==> config.mk <==
export PLATFORM = sky130hd
export DESIGN_NAME = asc_sqrt_cell
export DESIGN_NICKNAME = d
export VERILOG_FILES = /design/src/rtl/asc_pkg.sv /design/src/rtl/asc_sqrt_cell.sv
export SDC_FILE = /design/constraint.sdc
export NUM_CORES = 1
export LEC_CHECK = 0
export BUFFER_PORTS_ARGS = -buffer_cell sky130_fd_sc_hd__buf_2
export CAP_MARGIN = 0
export CORE_UTILIZATION = 40
export CTS_CLUSTER_DIAMETER = 50
export DETAILED_ROUTE_END_ITERATION = 7
export GPL_TIMING_DRIVEN = 0
export PLACE_DENSITY = 0.68
export SYNTH_ARGS = -nofsm -noshare
export SYNTH_HDL_FRONTEND = slang
export SYNTH_SLANG_ARGS = --single-unit
==> constraint.sdc <==
create_clock -name clock -period 2.5 [get_ports clock]
set_input_delay 0.25 -clock clock [delete_from_list [all_inputs] [get_ports clock]]
set_output_delay 0.25 -clock clock [all_outputs]
set_load 0.005 [all_outputs]
==> src/rtl/asc_pkg.sv <==
`timescale 1ns / 1ps
`default_nettype none
package asc_pkg;

   localparam int P_W    = 21;  // point coordinate port width
   localparam int DIR_W  = 21;  // one packed vector component
   localparam int CFG_W  = 63;  // widest register
   localparam int RAD_W  = 21;
   localparam int ANG_W  = 16;
   localparam int C_W    = 27;  // centred, projected coordinate
   localparam int Q_W    = 24;  // rounded cross product component
   localparam int D2_W   = 52;  // squared distance
   localparam int XY_W   = 56;  // angle unit x and y
   localparam int Z_W    = 27;  // angle accumulator, 1/65536 degree
   localparam int ROOT_W = 26;  // integer square root of the squared distance
   localparam int SIG_W  = 17;
   localparam int NUM_W  = 42;  // radial numerator scaled by 2^16
   localparam int IDX_W  = 3;

   localparam logic [SIG_W-1:0] SIGMA_ONE = SIG_W'(65536);
   localparam logic signed [Z_W-1:0] QUARTER_TURN = Z_W'(90 * 65536);

   localparam logic [CFG_W-1:0] AXIS_DIR_RST   = CFG_W'(524288);
   localparam logic [CFG_W-1:0] ZERO_DIR_RST   = {1'b0, 2'b10, 60'd0};
   localparam logic [RAD_W-1:0] RADIUS_OUT_RST = RAD_W'(1024);
   localparam logic signed [ANG_W-1:0] ANGLE_START_RST = -16'sd11520;
   localparam logic signed [ANG_W-1:0] ANGLE_END_RST   = 16'sd11520;

   typedef enum logic [IDX_W-1:0] {
      CSR_AXIS_DIR, CSR_ZERO_DIR, CSR_CENTRE, CSR_RADIUS_IN,
      CSR_RADIUS_OUT, CSR_ANGLE_START, CSR_ANGLE_END
   } csr_index_type;

   typedef struct packed {
      logic [CFG_W-1:0] axis_dir;
      logic [CFG_W-1:0] zero_dir;
      logic [CFG_W-1:0] centre;
   } asc_cfg_type;

   // atan(2^-i) in 1/65536 degree.
   function automatic logic signed [Z_W-1:0] cordic_atan(input int i);
      logic signed [Z_W-1:0] r;
      case (i)
         0: r = 27'sd2949120;  1: r = 27'sd1740967;  2: r = 27'sd919879;
         3: r = 27'sd466945;   4: r = 27'sd234379;   5: r = 27'sd117304;
         6: r = 27'sd58666;    7: r = 27'sd29335;    8: r = 27'sd14668;
         9: r = 27'sd7334;    10: r = 27'sd3667;    11: r = 27'sd1833;
         12: r = 27'sd917;    13: r = 27'sd458;     14: r = 27'sd229;
         15: r = 27'sd115;    16: r = 27'sd57;      17: r = 27'sd29;
         18: r = 27'sd14;     19: r = 27'sd7;       20: r = 27'sd4;
         21: r = 27'sd2;      22: r = 27'sd1;
         default: r = '0;
      endcase
      return r;
   endfunction

endpackage
`default_nettype wire

==> src/rtl/asc_sqrt_cell.sv <==
`timescale 1ns / 1ps
`default_nettype none
module asc_sqrt_cell import asc_pkg::*; #(
   parameter int BIT    = 0,
   parameter int SIDE_W = 1
) (
   input  wire logic                clock,
   input  wire logic                reset,
   input  wire logic                adv,
   input  wire logic                in_valid,
   input  wire logic [D2_W-1:0]     in_rem,
   input  wire logic [ROOT_W-1:0]   in_root,
   input  wire logic [SIDE_W-1:0]   in_side,
   output logic                     out_valid,
   output logic [D2_W-1:0]          out_rem,
   output logic [ROOT_W-1:0]        out_root,
   output logic [SIDE_W-1:0]        out_side
);
   logic                valid_ff;
   logic [D2_W-1:0]     rem_ff, rem_in;
   logic [ROOT_W-1:0]   root_ff, root_in;
   logic [SIDE_W-1:0]   side_ff;

   // Remainder holds n - root^2; trying this bit adds root*2^(BIT+1) + 4^BIT.
   always_comb begin
      logic [D2_W+1:0] delta;
      delta = ((D2_W+2)'(in_root) << (BIT + 1)) + ((D2_W+2)'(1) << (2 * BIT));
      rem_in  = in_rem;
      root_in = in_root;
      if ((D2_W+2)'(in_rem) >= delta) begin
         rem_in  = in_rem - D2_W'(delta);
         root_in = in_root | (ROOT_W'(1) << BIT);
      end
   end

   always_ff @(posedge clock) begin
      if (reset) begin
         valid_ff <= 1'b0;
      end else if (adv) begin
         valid_ff <= in_valid;
      end
      if (adv) begin
         rem_ff  <= rem_in;
         root_ff <= root_in;
         side_ff <= in_side;
      end
   end

   assign out_valid = valid_ff;
   assign out_rem   = rem_ff;
   assign out_root  = root_ff;
   assign out_side  = side_ff;
endmodule
`default_nettype wire

# After elaboration in Yosys (flattened, before gate mapping)
# Cells that the tools add are included.
dict set report classes {
  add_sub_neg 2
  magnitude_cmp 1
  muxes 1
}
# op count
set ops {}
lappend ops {{52-bit by 28-bit >= comparator with 1-bit output} 1}
lappend ops {{52-bit 2-to-1 mux} 1}
lappend ops {{52-bit by 28-bit subtractor with 52-bit output} 1}
lappend ops {{27-bit by 1-bit adder with 28-bit output, second input constant} 1}
dict set report word_totals {
  register_bits 80
  input_bits 83
  elab_cells 9
}

# Longest topological paths before layout
# Gate-level depths: netlist (run 1).
dict set report logic_depth {
  ltp_word 3
  depth_mapped 13
}

# Worst setup path after synthesis (run 1)
# Ideal clock, no wire load.
dict set report synth_path {
  path_kind {input-to-reg}
  from {input in_root[2]}
  to {register rem_ff[45], in the netlist out_rem[45], data pin}
  setup_ns 0.262
  t_arrival_ns 2.401
  slack_ns -0.164
  stages 12
  n_path_buf 1
  path_cell_list {inv_1 -> ha_1 -> buf_6 -> a21o_1 -> a221oi_2 -> o21ai_2 -> a21oi_4 -> nor2_2 -> a221o_1 -> nor3_4 -> nor3b_2 -> xor2_1}
}
dict set report synth_between {
  elab_chain_len 3
  word_cells_on_any_way 4
  cone_classes {2 x add/sub; 1 x order compare; 1 x mux}
}
# item line
set synth_rtl {}
lappend synth_rtl {{from (decl)} asc_sqrt_cell.sv:12} ;# input wire logic [ROOT_W-1:0] in_root,
lappend synth_rtl {{27-bit by 1-bit adder with 28-bit output (*)} asc_sqrt_cell.sv:27} ;# delta = ((D2_W+2)'(in_root) << (BIT + 1)) + ((D2_W+2)'(1) << (2 * BIT));
lappend synth_rtl {{52-bit by 28-bit subtractor with 52-bit output or 52-bit by 28-bit >= comparator with 1-bit output (tied branches)} {asc_sqrt_cell.sv:31, asc_sqrt_cell.sv:30}}
lappend synth_rtl {{52-bit 2-to-1 mux (*)} asc_sqrt_cell.sv:30} ;# if ((D2_W+2)'(in_rem) >= delta) begin
lappend synth_rtl {{via rem_in[45]} asc_sqrt_cell.sv:20} ;# logic [D2_W-1:0] rem_ff, rem_in;
lappend synth_rtl {{to (signal assigned)} asc_sqrt_cell.sv:43} ;# rem_ff <= rem_in;
lappend synth_rtl {{to (decl)} asc_sqrt_cell.sv:20}
# Mark *: on every way through the listed nets, which the timed path passes. The rest lies on a longest branch.
# A chain may end at the register's enable or synchronous reset.

# Worst setup path in the final report (run 1)
dict set report layout_path {
  from {input in_rem[12]}
  to {register rem_ff[39], in the netlist out_rem[39], data pin}
}
dict set report layout_between {
  elab_chain_len 2
  word_cells_on_any_way 3
  cone_classes {1 x add/sub; 1 x order compare; 1 x mux}
}
# item line
set layout_rtl {}
lappend layout_rtl {{from (decl)} asc_sqrt_cell.sv:11} ;# input wire logic [D2_W-1:0] in_rem,
lappend layout_rtl {{52-bit by 28-bit subtractor with 52-bit output or 52-bit by 28-bit >= comparator with 1-bit output (tied branches)} {asc_sqrt_cell.sv:31, asc_sqrt_cell.sv:30}}
lappend layout_rtl {{52-bit 2-to-1 mux (*)} asc_sqrt_cell.sv:30}
lappend layout_rtl {{via rem_in[39]} asc_sqrt_cell.sv:20}
# Marked as above.

==> results_dict.tcl, run 1 <==
set metrics [dict create \
    final-seq-area_sq_um 2392 \
    fmax_mhz 403.8 \
    final_cell_mix "148 x buf_2, 79 x edfxtp_1, 58 x nand2_1, 38 x o21ai_0" \
    grt_pass1_vias 3997 \
    ys_types 55 \
    drtIter0Drc 302 \
    skew_ns 0 \
    vias 4204 \
    ios 163 \
    ys_seq_area_share_pct 49.37 \
    slowest_delay_ns 0.61 \
    start_util_pct 41.73 \
    final-hold-violation-count 0 \
    area_delta_synth_final_pct 40.12 \
    path_clk_slew_ns 0.06 \
    rsz0062_at_grt "yes" \
    dp.final_hpwl_microns 9234 \
    cts.sinks 80 \
    end_kind "flop" \
    violations "design-rule violations" \
    clk_latency_ns 0.35 \
    crit_fanout 6 \
    ir_drop_mv 0.4081 \
    final_antenna_net_count 0 \
    grt-ovfl-total 0 \
    tritoncts "yes" \
    syn-cell-area_sq_um 4846 \
    hold_buffers 0 \
    maxCapViolCount 0 \
    dieArea_sq_um 12560 \
    port_buffers 162 \
    cts_buffer_depth 2 \
    max-slew-margin-rel_pct 61.81 \
    syn_nets 575 \
    rows 39 \
    holdWs_ns 0.04762 \
    tightest_slew_ns 0.5684 \
    die-height_microns 112.1 \
    total_leakage_power_uw 0.002763 \
    ys_async_sr_fraction_pct 0 \
    synth_cells 464 \
    antenna_found_initial 1 \
    syn_avg_cell_area_sq_um 10.44 \
    grt_first_pass_wirelength_microns 19190 \
    crit_family "simple AND/OR/NAND/NOR gates" \
    wl_met3_microns 714 \
    outcome "finished, violations left" \
    multiInputGateArea_sq_um 2624 \
    track_usage_pct 19.75 \
    fin_cells 806 \
    wl_per_cell_microns 15.45 \
    met2_length_microns 5967 \
    cpMaxStageDelayCell "or4_4" \
    grt_max_degree 47 \
    p_per_area_nw_per_um2 560.4 \
    die_x_microns 112.1 \
    hold_path.class "primary input to flop" \
    drc 9 \
    crit_buf_inv 3 \
    synthFlopType "edfxtp_1" \
    drive_above_1_share_pct 41.84 \
    drtPass1Iterations 7 \
    period_share_pct 99.05 \
    cts_made_buffers 9 \
    crit_path_cell_trace "buf_6 > ha_4 > nand4_1 > or4_4 > o22ai_4 > a31oi_4 > buf_12 > nor3_4 > buf_6 > nand3_2 > xnor2_1" \
    drv_slew 0 \
    cp_data_arrival_time_ns 2.58 \
    setup_viol 0 \
    utilization_pct 58.47 \
    core_area_sq_um 11610 \
    ys_ff_latch 80 \
    critPathKind "primary input to flop" \
    period_needed_ns 2.476 \
    top_layer_used "met4" \
    cts_root_buffer "clkbuf_16" \
    final_common_cell "buf_2" \
    start_kind "primary input" \
    routabilityCongestion 0.9314 \
    viasPerCell 5.216 \
    final_nets 769 \
    routed_wl_microns 12460 \
    cpMostUsedCell "buf_6" \
    yosysWarnings 0 \
    n_fill_cell 1005 \
    synth_edf_count 79 \
    critPathRequiredTime_ns 2.61 \
    htreeDepth 3 \
    drt-met1-wl_microns 5448 \
    dp.cells 770 \
]
[layer usage]
layer  GRT usage [%]  vias to the layer above
met5               0                        -
met4           9.422                        0
met3           4.482                       22
met2           31.51                      160
met1           25.52                     1942
li1                -                     2080
[layout make-up]
cell class                 count  area share [%]
clock inverter                 5          0.3685
clock buffer                  10           3.372
buffer                         8           1.142
tap                          143           2.635
sequential                    80           35.23
multi-input combinational    342           38.64
timing repair buffer         189           16.69
inverter                      28           1.879
antenna                        1         0.03685
[cells in the mapped netlist, types with 3 or more instances]
cell type  number  share of area (%)
nand4_1         7               0.90
clkbuf_1        6               0.46
nand3_1        10                1.0
xnor2_1        29                5.2
o21bai_1        3               0.46
a21o_1         12                1.9
nand3b_1        3               0.46
xor2_1         20                3.6
nand2_1        61                4.7
ha_1           27                7.0
o21ai_0        41                4.2
buf_2           6               0.62
edfxtp_1       79                 49
inv_1          28                2.2
nor3_1         14                1.4
a21oi_1        30                3.1
or4_1           3               0.46
a211oi_1        4               0.62
nor4_1          8                1.0
nand2b_1        3               0.39
nor2_1         29                2.2
[path summary, 6_finish.rpt]
path                            slack, ns          end  startpoint  depth (start not counted)
worst min register to register       0.49    out_valid   out_valid                          2
worst max register to register       1.92    out_valid   out_valid                          2
worst max-delay path                 0.02  out_rem[39]  in_rem[12]                         11
worst min-delay path                 0.05    out_valid       reset                          2
[where the power goes]
part / switching (uW) / internal (uW)
clock: 515 / 656
sequential: 33.2 / 1660
combinational: 495 / 451
[cells by family after synthesis]
group,share of synthesized area (%)
AND/OR/NAND/NOR,16.06
AO/OA/AOI/OAI,14.18
flip-flops,49.37
XOR/XNOR,8.856
buffers and inverters,3.718
adder cells (fa/ha/maj),7.384
multiplexers,0.4389
[stage by stage]
stage | setup TNS, ns | area (sq um) | power, uW | setup WS, ns
after detailed placement | -26.02 | 6027 | 2550 | -0.6607
after floorplan | -0.3552 | 5015 | 2188 | -0.06389
after global routing | -0.6686 | 6790 | 3977 | -0.1153
after global placement | -23.11 | 6005 | 2532 | -0.6096
after CTS | 0 | 6475 | 3759 | 0.0006830
final | 0 | 6790 | 3805 | 0.02377
[flip-flops by register name (all words and copies together) (netlist names)]
signal,flops
out_rem,52
out_root,26
out_side,1
out_valid,1
[what timing repair did]
action,4_1_cts,5_1_grt
endpoints found under the setup margin,46,51
resized for setup,24,65
pin swaps,16,23
buffers inserted,16,10
Power figures use the tool's default switching activity.
==> run 2, diff against run 1 <==
PLACE_DENSITY = 0.66   (was 0.68)
clock period = 2.83 ns   (was 2.5 ns; I/O delays follow)
==> run 2 against run 1 <==
  * The run still ends with design-rule violations left
  * Non-clock buffer count shrank 10
  * Cell count shrank 1.2%
  * Sequential share of layout area grew 2.7 points
  * Sequential cell count is the same
  * Critical endpoint is now out_rem[41]
==> results_dict.tcl, run 2 (synthesis gave the netlist of run 1 again) <==
set metrics [dict create \
    r2r_start "out_valid" \
    htreeDepth 3 \
    dp_slack_ns -0.4937 \
    clk_latency_ns 0.35 \
    grt_max_degree 48 \
    pwr-share-clk_pct 35.7 \
    cpMaxStageDelayCell "a221o_2" \
    period_needed_ns 2.784 \
    finalPower_uw 3442 \
    critPathKind "primary input to flop" \
    maxCapViolCount 0 \
    rows 39 \
    end_kind "flop" \
    ios 163 \
    skew_ns 0 \
    track_usage_pct 19.58 \
    n_fill_cell 1072 \
    dp.cells 770 \
    fin_ws_ns 0.04572 \
    tritoncts "yes" \
    drc 10 \
    hp-start "reset" \
    hold_buffers 0 \
    crit_fanout 7 \
    start_util_pct 41.73 \
    viasPerCell 5.209 \
    p_per_area_nw_per_um2 546.4 \
    hold_path.class "primary input to flop" \
    fin_cells 796 \
    outcome "finished, violations left" \
    reg2reg_depth 2 \
    wl_per_cell_microns 15.26 \
    final_nets 759 \
    port_buffers 162 \
    start_kind "primary input" \
    path_clk_slew_ns 0.06 \
    power.internal_uw 2545 \
    switchingPower_uw 897.1 \
    area_delta_synth_final_pct 30.00 \
    routed_wl_microns 12140 \
    setup_viol 0 \
    ir_drop_mv 0.3203 \
    seqPwrFrac_pct 43.3 \
    final_antenna_net_count 0 \
    violations "design-rule violations" \
    swShare_pct 26.06 \
    crit_buf_inv 3 \
    period_share_pct 98.38 \
    die_x_microns 112.1 \
    grt-ovfl-total 0 \
    vias 4146 \
    total_leakage_power_uw 0.002694 \
    dieArea_sq_um 12560 \
    cpMostUsedCell "buf_2" \
    fmax_mhz 359.2 \
    comb_power_share_pct 21.0 \
    final_cell_mix "167 x buf_2, 79 x edfxtp_1, 61 x nand2_1, 40 x o21ai_0, 30 x a21oi_1" \
    rrSetupSlack_ns 2.24 \
    grt_first_pass_wirelength_microns 19060 \
    slowest_delay_ns 0.41 \
    final-hold-violation-count 0 \
    cts_buffer_depth 2 \
    cts_made_buffers 9 \
    drv_slew 0 \
    cp_data_arrival_time_ns 2.88 \
    routabilityCongestion 0.8570 \
    hold_end "out_valid" \
    max-slew-margin-rel_pct 63.29 \
    drive_above_1_share_pct 33.54 \
    cts_root_buffer "clkbuf_16" \
    tightest_slew_ns 0.5481 \
    core_area_sq_um 11610 \
    drtPass1Iterations 7 \
    final-seq-area_sq_um 2392 \
    dp.final_hpwl_microns 9351 \
    grt_pass1_vias 3952 \
    die-height_microns 112.1 \
    cts.sinks 80 \
    diodes 0 \
    reg2reg_to "out_valid" \
    crit_family "compound AO/OA/AOI/OAI gates" \
    multiInputGateArea_sq_um 2318 \
    crit_path_cell_trace "buf_2 > ha_1 > buf_2 > and3_1 > a221oi_4 > o21ai_2 > a21oi_4 > nor2_2 > a221o_2 > nor3_4 > buf_4 > nand3_1 > xnor2_1" \
    drtIter0Drc 304 \
    final_common_cell "buf_2" \
    largest_reg_flops 52 \
    whs_path_depth 2 \
    antenna_found_initial 0 \
    critPathRequiredTime_ns 2.92 \
]
## run 2: power by group through the flow
stage               clock (uW)  sequential (uW)  combinational, uW
finish                    1230             1490                722
global route              1300             1500                803
CTS                       1260             1490                708
detailed placement           0             1520                702
global placement             0             1520                687
floorplan                    0             1540                361
## run 2: final cells by class
| type | count | area share (%) |
|---|---|---|
| Timing Repair Buffer | 173 | 14.54 |
| Clock inverter | 7 | 1.370 |
| Tap cell | 143 | 2.840 |
| Sequential cell | 80 | 37.97 |
| Buffer | 14 | 1.231 |
| Clock buffer | 9 | 3.575 |
| Multi-Input combinational cell | 342 | 36.80 |
| Inverter | 28 | 1.668 |
## run 2: per-stage QoR
stage	TNS, ns	hold WS (ns)	util [%]	area (sq um)
6_report	0	0.08675	54.24	6300
5_1_grt	-0.1100	0.08379	54.24	6300
4_1_cts	0	0.07266	53.32	6192
3_5_place_dp	-12.47	0.4472	50.51	5866
3_3_place_gp	-10.41	0.4415	50.25	5836
2_1_floorplan	0	0.3554	-	4846
## run 2: repair_timing
item,4_1_cts,5_1_grt
endpoints found under the setup margin,6,41
resized for setup,0,13
pin swaps,0,2
setup buffers,2,8
## run 2: worst max-delay path by stage
stage	start	end	slack, ns	cells after the start
2_1_floorplan	in_root[2]	out_rem[45]	0.13	12
3_3_place_gp	in_rem[1]	out_rem[50]	-0.43	11
3_5_place_dp	in_rem[7]	out_rem[50]	-0.49	11
4_1_cts	in_root[2]	out_rem[45]	0.04	13
5_1_grt	in_root[3]	out_rem[39]	-0.04	14
6_report	in_rem[4]	out_rem[41]	0.05	13
## run 2: worst register-to-register path: cells and delay by family (launching register included)
kind	cells	cell delay, ns
muxes	1	0.12
and+or+nand+nor	1	0.05
DFF	1	0.31
## run 2: layer usage
metal  global-route usage [%]  up-vias  part of all wire (%)
li1                         -     2062                     -
met1                    25.87     1942                    45
met2                    30.14      125                    46
met3                    5.778       17                   6.6
met4                    8.089        0                   1.9
met5                        0        -                     0
