==> src/rtl/asc_pkg.sv <==
`timescale 1ns / 1ps
`default_nettype none
package asc_pkg;

   localparam int P_W    = 21;  // point coordinate port width
   localparam int DIR_W  = 21;  // one packed vector component
   localparam int CFG_W  = 63;  // widest register
   localparam int RAD_W  = 21;
   localparam int ANG_W  = 16;
   localparam int C_W    = 27;  // centred, projected coordinate
   localparam int Q_W    = 24;  // rounded cross product component
   localparam int D2_W   = 52;  // squared distance
   localparam int XY_W   = 56;  // angle unit x and y
   localparam int Z_W    = 27;  // angle accumulator, 1/65536 degree
   localparam int ROOT_W = 26;  // integer square root of the squared distance
   localparam int SIG_W  = 17;
   localparam int NUM_W  = 42;  // radial numerator scaled by 2^16
   localparam int IDX_W  = 3;

   localparam logic [SIG_W-1:0] SIGMA_ONE = SIG_W'(65536);
   localparam logic signed [Z_W-1:0] QUARTER_TURN = Z_W'(90 * 65536);

   localparam logic [CFG_W-1:0] AXIS_DIR_RST   = CFG_W'(524288);
   localparam logic [CFG_W-1:0] ZERO_DIR_RST   = {1'b0, 2'b10, 60'd0};
   localparam logic [RAD_W-1:0] RADIUS_OUT_RST = RAD_W'(1024);
   localparam logic signed [ANG_W-1:0] ANGLE_START_RST = -16'sd11520;
   localparam logic signed [ANG_W-1:0] ANGLE_END_RST   = 16'sd11520;

   typedef enum logic [IDX_W-1:0] {
      CSR_AXIS_DIR, CSR_ZERO_DIR, CSR_CENTRE, CSR_RADIUS_IN,
      CSR_RADIUS_OUT, CSR_ANGLE_START, CSR_ANGLE_END
   } csr_index_type;

   typedef struct packed {
      logic [CFG_W-1:0] axis_dir;
      logic [CFG_W-1:0] zero_dir;
      logic [CFG_W-1:0] centre;
   } asc_cfg_type;

   // atan(2^-i) in 1/65536 degree.
   function automatic logic signed [Z_W-1:0] cordic_atan(input int i);
      logic signed [Z_W-1:0] r;
      case (i)
         0: r = 27'sd2949120;  1: r = 27'sd1740967;  2: r = 27'sd919879;
         3: r = 27'sd466945;   4: r = 27'sd234379;   5: r = 27'sd117304;
         6: r = 27'sd58666;    7: r = 27'sd29335;    8: r = 27'sd14668;
         9: r = 27'sd7334;    10: r = 27'sd3667;    11: r = 27'sd1833;
         12: r = 27'sd917;    13: r = 27'sd458;     14: r = 27'sd229;
         15: r = 27'sd115;    16: r = 27'sd57;      17: r = 27'sd29;
         18: r = 27'sd14;     19: r = 27'sd7;       20: r = 27'sd4;
         21: r = 27'sd2;      22: r = 27'sd1;
         default: r = '0;
      endcase
      return r;
   endfunction

endpackage
`default_nettype wire

==> src/rtl/asc_div_cell.sv <==
`timescale 1ns / 1ps
`default_nettype none
module asc_div_cell import asc_pkg::*; #(
   parameter int BIT    = 0,
   parameter int SIDE_W = 1
) (
   input  wire logic                clock,
   input  wire logic                reset,
   input  wire logic                adv,
   input  wire logic                in_valid,
   input  wire logic [RAD_W-1:0]    divisor,
   input  wire logic [NUM_W-1:0]    in_rem,
   input  wire logic [SIG_W-1:0]    in_quo,
   input  wire logic [SIDE_W-1:0]   in_side,
   output logic                     out_valid,
   output logic [NUM_W-1:0]         out_rem,
   output logic [SIG_W-1:0]         out_quo,
   output logic [SIDE_W-1:0]        out_side
);
   logic               valid_ff;
   logic [NUM_W-1:0]   rem_ff, rem_in;
   logic [SIG_W-1:0]   quo_ff, quo_in;
   logic [SIDE_W-1:0]  side_ff;

   always_comb begin
      logic [NUM_W-1:0] sub;
      sub    = NUM_W'(divisor) << BIT;
      rem_in = in_rem;
      quo_in = in_quo;
      if (in_rem >= sub) begin
         rem_in = in_rem - sub;
         quo_in = in_quo | (SIG_W'(1) << BIT);
      end
   end

   always_ff @(posedge clock) begin
      if (reset) begin
         valid_ff <= 1'b0;
      end else if (adv) begin
         valid_ff <= in_valid;
      end
      if (adv) begin
         rem_ff  <= rem_in;
         quo_ff  <= quo_in;
         side_ff <= in_side;
      end
   end

   assign out_valid = valid_ff;
   assign out_rem   = rem_ff;
   assign out_quo   = quo_ff;
   assign out_side  = side_ff;
endmodule
`default_nettype wire

==> config.mk <==
export PLATFORM = sky130hd
export DESIGN_NAME = asc_div_cell
export DESIGN_NICKNAME = d
export VERILOG_FILES = /design/src/rtl/asc_pkg.sv /design/src/rtl/asc_div_cell.sv
export SDC_FILE = /design/constraint.sdc
export NUM_CORES = 1
export LEC_CHECK = 0
export ABC_AREA = 1
export BUFFER_PORTS_ARGS = -buffer_cell sky130_fd_sc_hd__buf_2
export CORE_MARGIN = 2
export CORE_UTILIZATION = 32
export DETAILED_ROUTE_END_ITERATION = 7
export PLACE_DENSITY = 0.54
export RECOVER_POWER = 50
export SLEW_MARGIN = 20
export SYNTH_ARGS = -nofsm -noshare
export SYNTH_HDL_FRONTEND = slang
export SYNTH_SLANG_ARGS = --single-unit
export TNS_END_PERCENT = 1
==> constraint.sdc <==
create_clock -name clock -period 5.5 [get_ports clock]
set_input_delay 0.825 -clock clock [delete_from_list [all_inputs] [get_ports clock]]
set_output_delay 0.825 -clock clock [all_outputs]
set_load 0.03 [all_outputs]
Yosys cells after proc, flatten, opt, wreduce, memory -nomap -nowiden
Index checks and enable logic that the tools add are counted.
{"block": "classes", "addsub": 1, "order_cmp": 1, "mux": 1}
{"cell": "$ge 42x21->1", "count": 1}
{"cell": "$mux 42", "count": 1}
{"cell": "$sub 42x21->42", "count": 1}
{"block": "totals", "regBits": 61, "input_bits": 85, "out_inout_bits": 61}

Logic depth before layout (Yosys ltp)
Gate-level depths: netlist (run 1).
{"block": "logic_depth", "ltp_word": 2, "mapped_depth": 16, "mapped_depth_nobuf": 16}

Worst setup path after synthesis (run 1)
No wires, ideal clock.
{"block": "synth_path", "kind": "input to register", "startpoint": "in in_rem[0]", "endpoint": "reg rem_ff[24] (netlist: out_rem[24]), data pin", "setup_ns": 0.250, "t_arrival_ns": 2.312, "setup_slack_ns": 2.937, "stages": 14, "path_buffers": 0, "path_cell_list": "inv_1 -> ha_1 -> inv_1 -> fa_1 -> nand3_1 -> nand3_1 -> a21oi_1 -> o21ai_1 -> nand2_1 -> nand2_1 -> nand2_1 -> nand2_1 -> nand2_1 -> inv_1"}
{"block": "synth_between", "elab_chain_len": 2, "elab_cells_between_ends": 3}
{"element": "start: declaration", "line_no": "asc_div_cell.sv:12", "rtl": "input wire logic [NUM_W-1:0] in_rem,"}
{"element": "$sub 42x21->42 / $ge 42x21->1 (equally long branches)", "line_no": "asc_div_cell.sv:31, asc_div_cell.sv:30"}
{"element": "$mux 42 (*)", "line_no": "asc_div_cell.sv:30", "rtl": "if (in_rem >= sub) begin"}
{"element": "via rem_in[24]", "line_no": "asc_div_cell.sv:21", "rtl": "logic [NUM_W-1:0] rem_ff, rem_in;"}
{"element": "end signal: assignment", "line_no": "asc_div_cell.sv:43", "rtl": "rem_ff <= rem_in;"}
{"element": "end: declaration", "line_no": "asc_div_cell.sv:21"}
The timed path passes the listed nets; every way through them passes the cells marked *.
A chain may end at the register's enable or synchronous reset.

==> out/summary.txt, run 1 <==
status: complete, but fails checks
failing checks: capacitance limit, slew limit
maximum VDD drop: 0.141 mV
Die Ht: 124 um
final wirelength: 13600 um
max_slew headroom: -130%
Initial DRC Count: 260
reg-to-reg startpoint: out_valid
worst r2r dst: out_valid
skew final: 0 ns
number of global-route vias before repair: 4333
CTS tree: built
post-CTS sizing: 0
DP HPWL: 11000 um
hold-fix buffer count after cts: 0
cell area after layout: 5820 um^2
NetSw: 0.000520 W
LEAKAGE: 2.94 nW
initial antenna violation count: 0
die area: 15300 um^2
WP buf/inv: 2
Hold Path Class: flip-flop to flip-flop
clock tree buffer depth: 2
most frequent cells in the layout: 209 x nand2_1, 131 x buf_2, 122 x inv_1, 60 x edfxtp_1, 57 x nor2_1
GRT Total Usage: 18.0%
Starting Density: 33.0%
row cnt: 43
arrival time worst endpoint: 3.79 ns
syn_nets: 745
Final Critical Period: 3.57 ns
Tcrit/Tclk final: 64.9%
port buffer count: 145
Ant. Diodes: 0
Max Cap Viol: 1
Worst Hold Depth: 2
Flop pwr share: 34.9%
final RePlAce weighted congestion: 0.871
Final Slew Violations: 62
Nets: 896
worst-path maximum fanout: 61
clock tree sinks: 61
synthesized instance count: 638
IO Pins: 146
overall power: 0.00168 W
CTS Root Cell: clkbuf_16
Seq/Total Area, Yosys: 39.6%
commonest non-fill, non-tap cell in the layout: nand2_1
part of the power in the clock network: 39.7%
placed cell area: 5500 um^2
largest net degree at the start of global routing: 62
core region area: 13900 um^2
Critical Path Source Type: input port
worst slew pin tran: 3.44 ns
Clock Pin Slew Worst Setup and Hold Paths: 0.05 ns
PwrDens: 289 nW/um^2
register area: 1820 um^2
gr busiest metal: met2
Mapped Avg Cell Area: 7.21 um^2
cells on worst reg2reg path: 2
remaining antenna violation count: 0
Worst Hold Launch: out_valid
critical path cell sequence: buf_2, clkbuf_1, mux2i_1, nor2_1
wire per inst: 13.9 um
fillcell total: 1504
Combinational Power Share: 25.4%
DR pass1 iterations: 5
DRC: 0
cell count after placement: 958
Final Setup Violations: 0
DR vias: 4458
first-pass GRT wire length: 21100 um
share of layout cells above drive strength 1: 21.2%
setup tns final: 0 ns
Net Sw Frac: 30.9%
Worst Setup SP: adv
Final Hold Viols: 0
GR Util met2: 29.2%
WS Path Type: input port to flip-flop
Clk Latency, worst-skew pair: 0.34 ns
Cell Area, Synth: 4600 um^2
H-tree levels: 3
f_max: 0.280 GHz
remaining global-route overflow: 0
area grow syn2layout: 26.6%
CP peak stage delay: 2.40 ns
Unique masters post-synth: 33
Finished Layout Cells: 974
total CTS buffers: 9
unrepaired setup endpoints after global routing: false
Vias per Instance: 4.58
Syn. warnings: 0
hold worst-path end: out_valid
footprint of the multi-input gates: 2240 um^2
P_int: 0.00116 W
required time worst endpoint: 5.72 ns
FF+latch count, synth: 61
met1 GRT Util: 24.3%
Die W: 124 um
slowest CP cell: clkbuf_1
met3 Resource Use GR: 3.80%
postcts setup bufs: 0
Critical Path End Type: flip-flop
r2r setup slk: 4.87 ns
cell family with most CP delay: buffers and inverters
-- how the worst max path moves through the flow --
stage	to	slack (ns)	depth (start not counted)
after floorplan	out_rem[24]	2.94	14
after global placement	out_rem[16]	2.33	13
after detailed placement	out_rem[16]	2.25	13
after CTS	out_rem[16]	2.60	13
after global routing	out_valid	1.57	4
final	out_valid	1.93	4
-- per-stage QoR --
step                      util (%)  setup WS (ns)  hold WS, ns
after floorplan                  -           2.94        0.630
after global placement        39.4           2.33        0.467
after detailed placement      39.4           2.25        0.481
after CTS                     42.0           2.60        0.494
after global routing          41.8           1.57        0.522
final                         41.8           1.93        0.499
-- kinds of logic (layout without fill, tap and decap cells) --
| logic type | after synthesis | count (layout) | synth area share, % |
|---|---|---|---|
| DFF | 61 | 61 | 39.6 |
| xor gates and xnor gates | 20 | 20 | 3.81 |
| buffers and inverters | 132 | 288 | 11.6 |
| muxes | 1 | 1 | 0.218 |
| adders and majority gates | 22 | 22 | 6.15 |
| AOI/OAI and AO/OA | 62 | 62 | 7.13 |
| and+or+nand+nor | 340 | 340 | 31.5 |
-- Yosys cell counts --
| cell | n | area (um^2) |
|---|---|---|
| nor2_4 | 1 | 11.3 |
| fa_1 | 1 | 20.0 |
| nand3b_1 | 3 | 22.5 |
| nand3_1 | 37 | 185 |
| o21ai_1 | 20 | 100 |
| nor3_2 | 1 | 10.0 |
| nand2_2 | 5 | 31.3 |
| nand2_1 | 209 | 785 |
| o21ai_2 | 1 | 8.76 |
| inv_2 | 4 | 15.0 |
| a21boi_0 | 3 | 22.5 |
| mux2i_1 | 1 | 10.0 |
| and3_1 | 1 | 6.26 |
| a21oi_2 | 1 | 8.76 |
| buf_6 | 5 | 56.3 |
| nor2_2 | 4 | 25.0 |
| o21ai_0 | 6 | 30.0 |
| ha_1 | 21 | 263 |
| nand4_1 | 12 | 75.1 |
| and2_1 | 1 | 6.26 |
| dfxtp_1 | 1 | 20.0 |
| buf_2 | 1 | 5.00 |
| nand3_2 | 3 | 30.0 |
| xnor2_1 | 11 | 96.3 |
| o21bai_1 | 1 | 7.51 |
| or2_1 | 1 | 6.26 |
| inv_1 | 122 | 458 |
| nor2_8 | 1 | 20.0 |
| a21oi_1 | 30 | 150 |
| nor3_1 | 4 | 20.0 |
| edfxtp_1 | 60 | 1800 |
| nor2_1 | 57 | 214 |
| xor2_1 | 9 | 78.8 |
-- registers in the layout, indices dropped and copies added, names as in the netlist --
name and flops:
out_valid 1, out_quo 17, out_rem 42, out_side 1
-- power by group through the flow --
stage	combinational [W]	sequential [W]	clock (W)
final	0.000427	0.000588	0.000668
after floorplan	0.000181	0.000703	0
after global placement	0.000428	0.000595	0
after detailed placement	0.000431	0.000595	0
after global routing	0.000473	0.000593	0.000703
after CTS	0.000433	0.000586	0.000681
-- routing by layer --
| layer | up-vias | wire [um] |
|---|---|---|
| li1 | 2326 | - |
| met1 | 2034 | 6510 |
| met2 | 92 | 6240 |
| met3 | 6 | 707 |
| met4 | 0 | 101 |
| met5 | - | 0 |
-- final cells by class --
| class | instances | area share (%) |
|---|---|---|
| multi-input cells | 445 | 38.5 |
| flip-flops and latches | 61 | 31.3 |
| repair buffers | 146 | 12.2 |
| inverters | 126 | 8.12 |
| clock buffers | 10 | 4.10 |
| well taps | 180 | 3.87 |
| clock inverters | 6 | 1.89 |
-- tightest hold or removal path: stages, from the launching register on --
cell and delay [ns]:
dfxtp_1 0.32, mux2i_1 0.06, nor2_1 0.08
Note: power is estimated with default switching activity, not from simulation.
==> run 2: changes to the inputs <==
==> constraint.sdc (replaced) <==
create_clock -name clock -period 3.5 [get_ports clock]
set_input_delay 0.525 -clock clock [delete_from_list [all_inputs] [get_ports clock]]
set_output_delay 0.525 -clock clock [all_outputs]
set_load 0.03 [all_outputs]
==> run 2 against run 1 <==
  * Die area unchanged
  * Power increased by 49%
  * Non-clock buffer count increased by 2
  * The flow now finishes without violations
==> out/summary.txt, run 2 (synthesis results as in run 1) <==
status: complete, no violations
Ant. Diodes: 0 (unchanged)
final wirelength: 13900 um (+2.5%)
H-tree levels: 3 (unchanged)
final RePlAce weighted congestion: 0.893 (+2.6%)
core region area: 13900 um^2 (unchanged)
Worst Setup SP: adv
Net Sw Frac: 32.4% (+1.5 points)
Die Ht: 124 um (unchanged)
required time worst endpoint: 3.73 ns (-1.99 ns)
DRC: 0 (unchanged)
initial antenna violation count: 0 (unchanged)
Final Setup Violations: 0 (unchanged)
Critical Path End Type: flip-flop
Critical Path Source Type: input port
Clk Latency, worst-skew pair: 0.33 ns (about the same)
arrival time worst endpoint: 2.79 ns (-1.00 ns)
Clock Pin Slew Worst Setup and Hold Paths: 0.06 ns (about the same)
DP HPWL: 11400 um (+3.6%)
clock tree buffer depth: 2 (unchanged)
Tcrit/Tclk final: 73.2%
Final Hold Viols: 0 (unchanged)
CTS Root Cell: clkbuf_16
clock tree sinks: 61 (unchanged)
Initial DRC Count: 269 (+3.5%)
area grow syn2layout: 25.8%
port buffer count: 145 (unchanged)
Flop pwr share: 36.9% (+2.0 points)
DR pass1 iterations: 4 (-1)
Vias per Instance: 4.56 (-0.32%)
reg-to-reg startpoint: out_valid
skew final: 0 ns (unchanged)
largest net degree at the start of global routing: 29 (-53%)
remaining antenna violation count: 0 (unchanged)
commonest non-fill, non-tap cell in the layout: nand2_1
most frequent cells in the layout: 209 x nand2_1, 122 x inv_1, 117 x buf_2, 60 x edfxtp_1, 57 x nor2_1
NetSw: 0.000811 W (+56%)
worst slew pin tran: 1.33 ns (-2.12 ns)
max_slew headroom: 11.5% (+140 points)
overall power: 0.00251 W (+49%)
f_max: 0.390 GHz
Starting Density: 33.0% (unchanged)
share of layout cells above drive strength 1: 19.3% (-1.8 points)
worst-path maximum fanout: 23 (-62%)
Worst Hold Launch: reset
hold-fix buffer count after cts: 0 (unchanged)
row cnt: 43 (unchanged)
Hold Path Class: input port to flip-flop
remaining global-route overflow: 0 (unchanged)
CTS tree: built
Nets: 898 (+0.22%)
total CTS buffers: 9 (unchanged)
setup tns final: 0 ns (unchanged)
Largest register FFs: 42 (unchanged)
unrepaired setup endpoints after global routing: false
PwrDens: 433 nW/um^2 (+50%)
Final Slew Violations: 0 (-100%)
maximum VDD drop: 0.206 mV (+46%)
pre-CTS setup slack: 0.658 ns (-1.59 ns)
GRT Total Usage: 18.4% (+0.34 points)
Combinational Power Share: 26.7% (+1.3 points)
first-pass GRT wire length: 21400 um (+1.5%)
Die W: 124 um (unchanged)
Final Critical Period: 2.56 ns
P_int: 0.00170 W (+46%)
die area: 15300 um^2 (unchanged)
number of global-route vias before repair: 4329 (-0.092%)
wire per inst: 14.2 um (+2.2%)
postcts setup bufs: 0 (unchanged)
final setup margin: 0.937 ns (-0.993 ns)
DR vias: 4453 (-0.11%)
Max Cap Viol: 0 (-1)
LEAKAGE: 2.89 nW (-1.5%)
part of the power in the clock network: 36.5% (-3.2 points)
IO Pins: 146 (unchanged)
post-CTS sizing: 0 (unchanged)
WS Path Type: input port to flip-flop
run 2: cell types whose count changed in the layout (fill, tap and decap cells not counted), sizes merged:
cell,delta
clkinvlp,-1
bufinv,-2
clkbuf,+17
buf,-13
clkinv,+1
run 2: final cells by class:
class | count | area [um^2]
inverter | 126 | 473
clock inverter | 4 | 47.5
timing repair buffer | 148 | 718
multi-input combinational | 445 | 2240
sequential | 61 | 1820
fill | 1549 | 8150
tap | 180 | 225
clock buffer | 12 | 256
run 2: final timing paths:
path	endpoint	slack (ns)	cells after the start
worst max-delay path	out_valid	0.94	4
worst min-delay path	out_valid	0.34	2
worst max register to register	out_valid	2.91	2
worst min register to register	out_valid	0.49	2
run 2: per-stage QoR:
stage               hold slack [ns]  area [um^2]  util, %  std cells
global route                  0.337         5790     41.5        976
detailed placement            0.478         5520     39.6        960
finish                        0.338         5790     41.5        976
CTS                           0.330         5830     41.8        976
floorplan                     0.597         4600        -        638
global placement              0.467         5520     39.6        960
run 2: metal layers:
layer / part of all wire [%] / vias to the layer above / track usage, % / routed length [um]
met5: 0 / - / 0 / 0
met1: 48 / 2008 / 25.1 / 6710
met3: 5.0 / 8 / 3.34 / 694
met4: 0.91 / 0 / 4.63 / 127
met2: 46 / 104 / 30.0 / 6360
li1: - / 2333 / - / -
run 2: power groups by stage:
| stage | combinational (W) | sequential (W) | clock (W) |
|---|---|---|---|
| 2_1_floorplan | 0.000284 | 0.00110 | 0 |
| 6_report | 0.000669 | 0.000924 | 0.000914 |
| 3_3_place_gp | 0.000679 | 0.000935 | 0 |
| 5_1_grt | 0.000739 | 0.000932 | 0.000965 |
| 4_1_cts | 0.000683 | 0.000923 | 0.000934 |
| 3_5_place_dp | 0.000680 | 0.000936 | 0 |
run 2: critical path: stages:
cell      delay (ns)
clkbuf_1        0.86
clkbuf_1        1.05
mux2i_1         0.28
nor2_1          0.05
==> run 3: changes to the inputs <==
--- a/config.mk
+++ b/config.mk
@@ -5,12 +5,12 @@
 export SDC_FILE = /design/constraint.sdc
 export NUM_CORES = 1
 export LEC_CHECK = 0
-export ABC_AREA = 1
+export ABC_AREA = 0
 export BUFFER_PORTS_ARGS = -buffer_cell sky130_fd_sc_hd__buf_2
 export CORE_MARGIN = 2
 export CORE_UTILIZATION = 32
 export DETAILED_ROUTE_END_ITERATION = 7
-export PLACE_DENSITY = 0.54
+export PLACE_DENSITY = 0.59
 export RECOVER_POWER = 50
 export SLEW_MARGIN = 20
 export SYNTH_ARGS = -nofsm -noshare
==> constraint.sdc (replaced) <==
create_clock -name clock -period 2.3 [get_ports clock]
set_input_delay 0.345 -clock clock [delete_from_list [all_inputs] [get_ports clock]]
set_output_delay 0.345 -clock clock [all_outputs]
set_load 0.03 [all_outputs]
==> run 3 against run 2 <==
  * The run now ends with capacitance limit, slew limit left
  * Worst setup slack worse by 0.90 ns
  * Critical path depth is 7 higher
  * Sequential power is 53% higher
  * Hold slack worse by 0.16 ns
  * Clock power is 30% higher
  * Non-clock buffer count is 85 higher
  * Synthesized area is 19% lower
  * Combinational power is 66% higher
  * Critical endpoint is now out_rem[36]
  * Largest cell class unchanged
==> out/summary.txt, run 3 <==
status: complete, but fails checks
failing checks: capacitance limit, slew limit
number of flops mapped to enable cells by yosys: 60 (unchanged)
hold-fix buffer count after cts: 0 (unchanged)
Largest register FFs: 42 (unchanged)
skew final: 0 ns (unchanged)
wire per inst: 14.4 um (+1.4%)
clock tree buffer depth: 2 (unchanged)
CTS tree: built
area grow syn2layout: 56.9%
Critical Path End Type: flip-flop
arrival time worst endpoint: 2.33 ns (-0.46 ns)
Critical Path Source Type: input port
DR vias: 3540 (-21%)
Vias per Instance: 4.77 (+4.6%)
final wirelength: 10700 um (-23%)
most numerous cell in the Yosys netlist: edfxtp_1
synthesized instance count: 363 (-43%)
Nets: 701 (-22%)
most frequent cells in the layout: 136 x buf_2, 80 x buf_4, 60 x edfxtp_1, 33 x nor2_1, 27 x xnor2_1
Seq/Total Area, Yosys: 48.7% (+9.1 points)
remaining global-route overflow: 0 (unchanged)
Final Slew Violations: 62 (+62)
H-tree levels: 3 (unchanged)
row cnt: 39 (-9.3%)
DP HPWL: 7950 um (-30%)
Tcrit/Tclk final: 98.5%
Commonest cells post-synth: 60 x edfxtp_1, 34 x nor2_1, 27 x a21oi_1, 27 x xnor2_1, 26 x inv_1
total CTS buffers: 9 (unchanged)
Unique masters post-synth: 51 (+55%)
WS Path Type: input port to flip-flop
core region area: 11400 um^2 (-18%)
number of global-route vias before repair: 3645 (-16%)
largest net degree at the start of global routing: 62 (+110%)
hold worst-path end: out_valid
first-pass GRT wire length: 16600 um (-23%)
share of layout cells above drive strength 1: 46.2% (+27 points)
top cell type's share of synthesized area: 48.2% (+9.0 points)
worst slew pin tran: 1.60 ns (+0.275 ns)
reg-to-reg startpoint: out_valid
remaining antenna violation count: 0 (unchanged)
Post-synth ARST share: 0% (unchanged)
Syn. warnings: 0 (unchanged)
die area: 12600 um^2 (-18%)
CTS Root Cell: clkbuf_16
cell count after placement: 720 (-25%)
dominant cell type by area after synthesis: edfxtp_1
unrepaired setup endpoints after global routing: true
Final Setup Violations: 0 (unchanged)
maximum VDD drop: 0.471 mV (+130%)
required time worst endpoint: 2.36 ns (-1.37 ns)
FF+latch count, synth: 61 (unchanged)
GRT Total Usage: 16.3% (-2.1 points)
setup tns final: 0 ns (unchanged)
Die Ht: 112 um (-9.5%)
r2r setup slk: 1.68 ns (-1.23 ns)
Hold Path Class: input port to flip-flop
Primary FF master, synth: edfxtp_1
initial antenna violation count: 0 (unchanged)
LEAKAGE: 2.54 nW (-12%)
slowest CP cell: or3_4
IO Pins: 146 (unchanged)
worst-path maximum fanout: 4 (-83%)
Die W: 112 um (-9.5%)
Worst Hold Launch: reset
Finished Layout Cells: 742 (-24%)
CP peak stage delay: 0.36 ns (-0.69 ns)
Final Critical Period: 2.27 ns
f_max: 0.441 GHz
Worst Hold Depth: 2 (unchanged)
syn_nets: 470 (-37%)
Max Cap Viol: 1 (+1)
Clock Pin Slew Worst Setup and Hold Paths: 0.05 ns (about the same)
Worst Hold Slack: 0.180 ns (-0.158 ns)
DRC: 0 (unchanged)
overall power: 0.00371 W (+48%)
Ant. Diodes: 0 (unchanged)
max_slew headroom: -6.88% (-18 points)
Clk Latency, worst-skew pair: 0.32 ns (about the same)
Cell Area, Synth: 3740 um^2 (-19%)
cells on worst reg2reg path: 2 (unchanged)
commonest non-fill, non-tap cell in the layout: buf_2
Synth area leaders: edfxtp_1 48%, ha_1 7.0%, xnor2_1 6.3%
worst r2r dst: out_valid
critical path cell sequence: buf_2, inv_1, ha_4, nand4_1, buf_4, a21oi_4, o31ai_4, or3_4, and2b_4, nor4b_2, xor2_1
final RePlAce weighted congestion: 0.816 (-8.7%)
port buffer count: 145 (unchanged)
clock tree sinks: 61 (unchanged)
Final Hold Viols: 0 (unchanged)
PwrDens: 633 nW/um^2 (+46%)
Initial DRC Count: 135 (-50%)
Starting Density: 32.7% (-0.27 points)
Mapped Avg Cell Area: 10.3 um^2 (+43%)
DR pass1 iterations: 4 (unchanged)
run 3: kinds of logic (layout without fill, tap and decap cells):
kind of cell | Yosys count | after routing | synth area share, %
AOI/OAI and AO/OA | 76 | 76 | 12.2
xor gates and xnor gates | 37 | 37 | 8.67
adders and majority gates | 22 | 22 | 7.56
buffers and inverters | 39 | 275 | 4.85
DFF | 61 | 61 | 48.7
muxes | 2 | 2 | 0.569
and+or+nand+nor | 126 | 126 | 17.4
run 3: power breakdown:
group          switching, W  internal, W  total, W  leakage (nW)
logic              0.000651     0.000464   0.00111          1.82
registers         0.0000302      0.00138   0.00141         0.596
clock network      0.000474     0.000719   0.00119         0.121
total               0.00115      0.00256   0.00371          2.54
run 3: layout make-up:
| type | instances | area (um^2) |
|---|---|---|
| Clock buffer | 11 | 233 |
| Clock inverter | 5 | 27.5 |
| Fill cell | 1062 | 5550 |
| Inverter | 26 | 97.6 |
| Multi-Input combinational cell | 263 | 2040 |
| Sequential cell | 61 | 1820 |
| Tap cell | 143 | 179 |
| Timing Repair Buffer | 233 | 1470 |
run 3: worst max-delay path, delay by kind of cell:
family	cells	cell delay, ns
XOR/XNOR	1	0.11
buffers and inverters	3	0.32
AND/OR/NAND/NOR	4	1.02
AO/OA/AOI/OAI	2	0.26
adder cells (fa/ha/maj)	1	0.27
run 3: layer usage:
layer	track usage (%)	up-vias	part of all wire (%)	wire, um
met5	0	-	0	0
met4	4.15	0	0.83	89
met3	3.94	6	6.0	643
met2	27.6	111	48	5180
met1	21.0	1637	45	4790
li1	-	1786	-	-
run 3: per-stage QoR:
step	util [%]	cell area, um^2	worst slack, ns
6_report	51.4	5870	0.0342
4_1_cts	48.8	5570	0.0138
5_1_grt	51.4	5870	-0.0394
3_3_place_gp	46.4	5300	-0.344
3_5_place_dp	46.4	5300	-0.415
2_1_floorplan	-	3820	-0.0278
run 3: worst max-delay path by stage:
| stage | depth (start not counted) | start | end |
|---|---|---|---|
| 2_1_floorplan | 11 | divisor[19] | out_rem[19] |
| 3_3_place_gp | 11 | divisor[19] | out_rem[31] |
| 3_5_place_dp | 11 | divisor[11] | out_rem[41] |
| 4_1_cts | 13 | in_rem[0] | out_rem[36] |
| 5_1_grt | 11 | divisor[4] | out_rem[36] |
| 6_report | 11 | divisor[5] | out_rem[36] |
run 3: timing repair:
item	4_1_cts	5_1_grt
buffers inserted	0	4
resized for setup	3	37
cloned	0	2
pin swaps	0	11
setup endpoints to repair	22	41
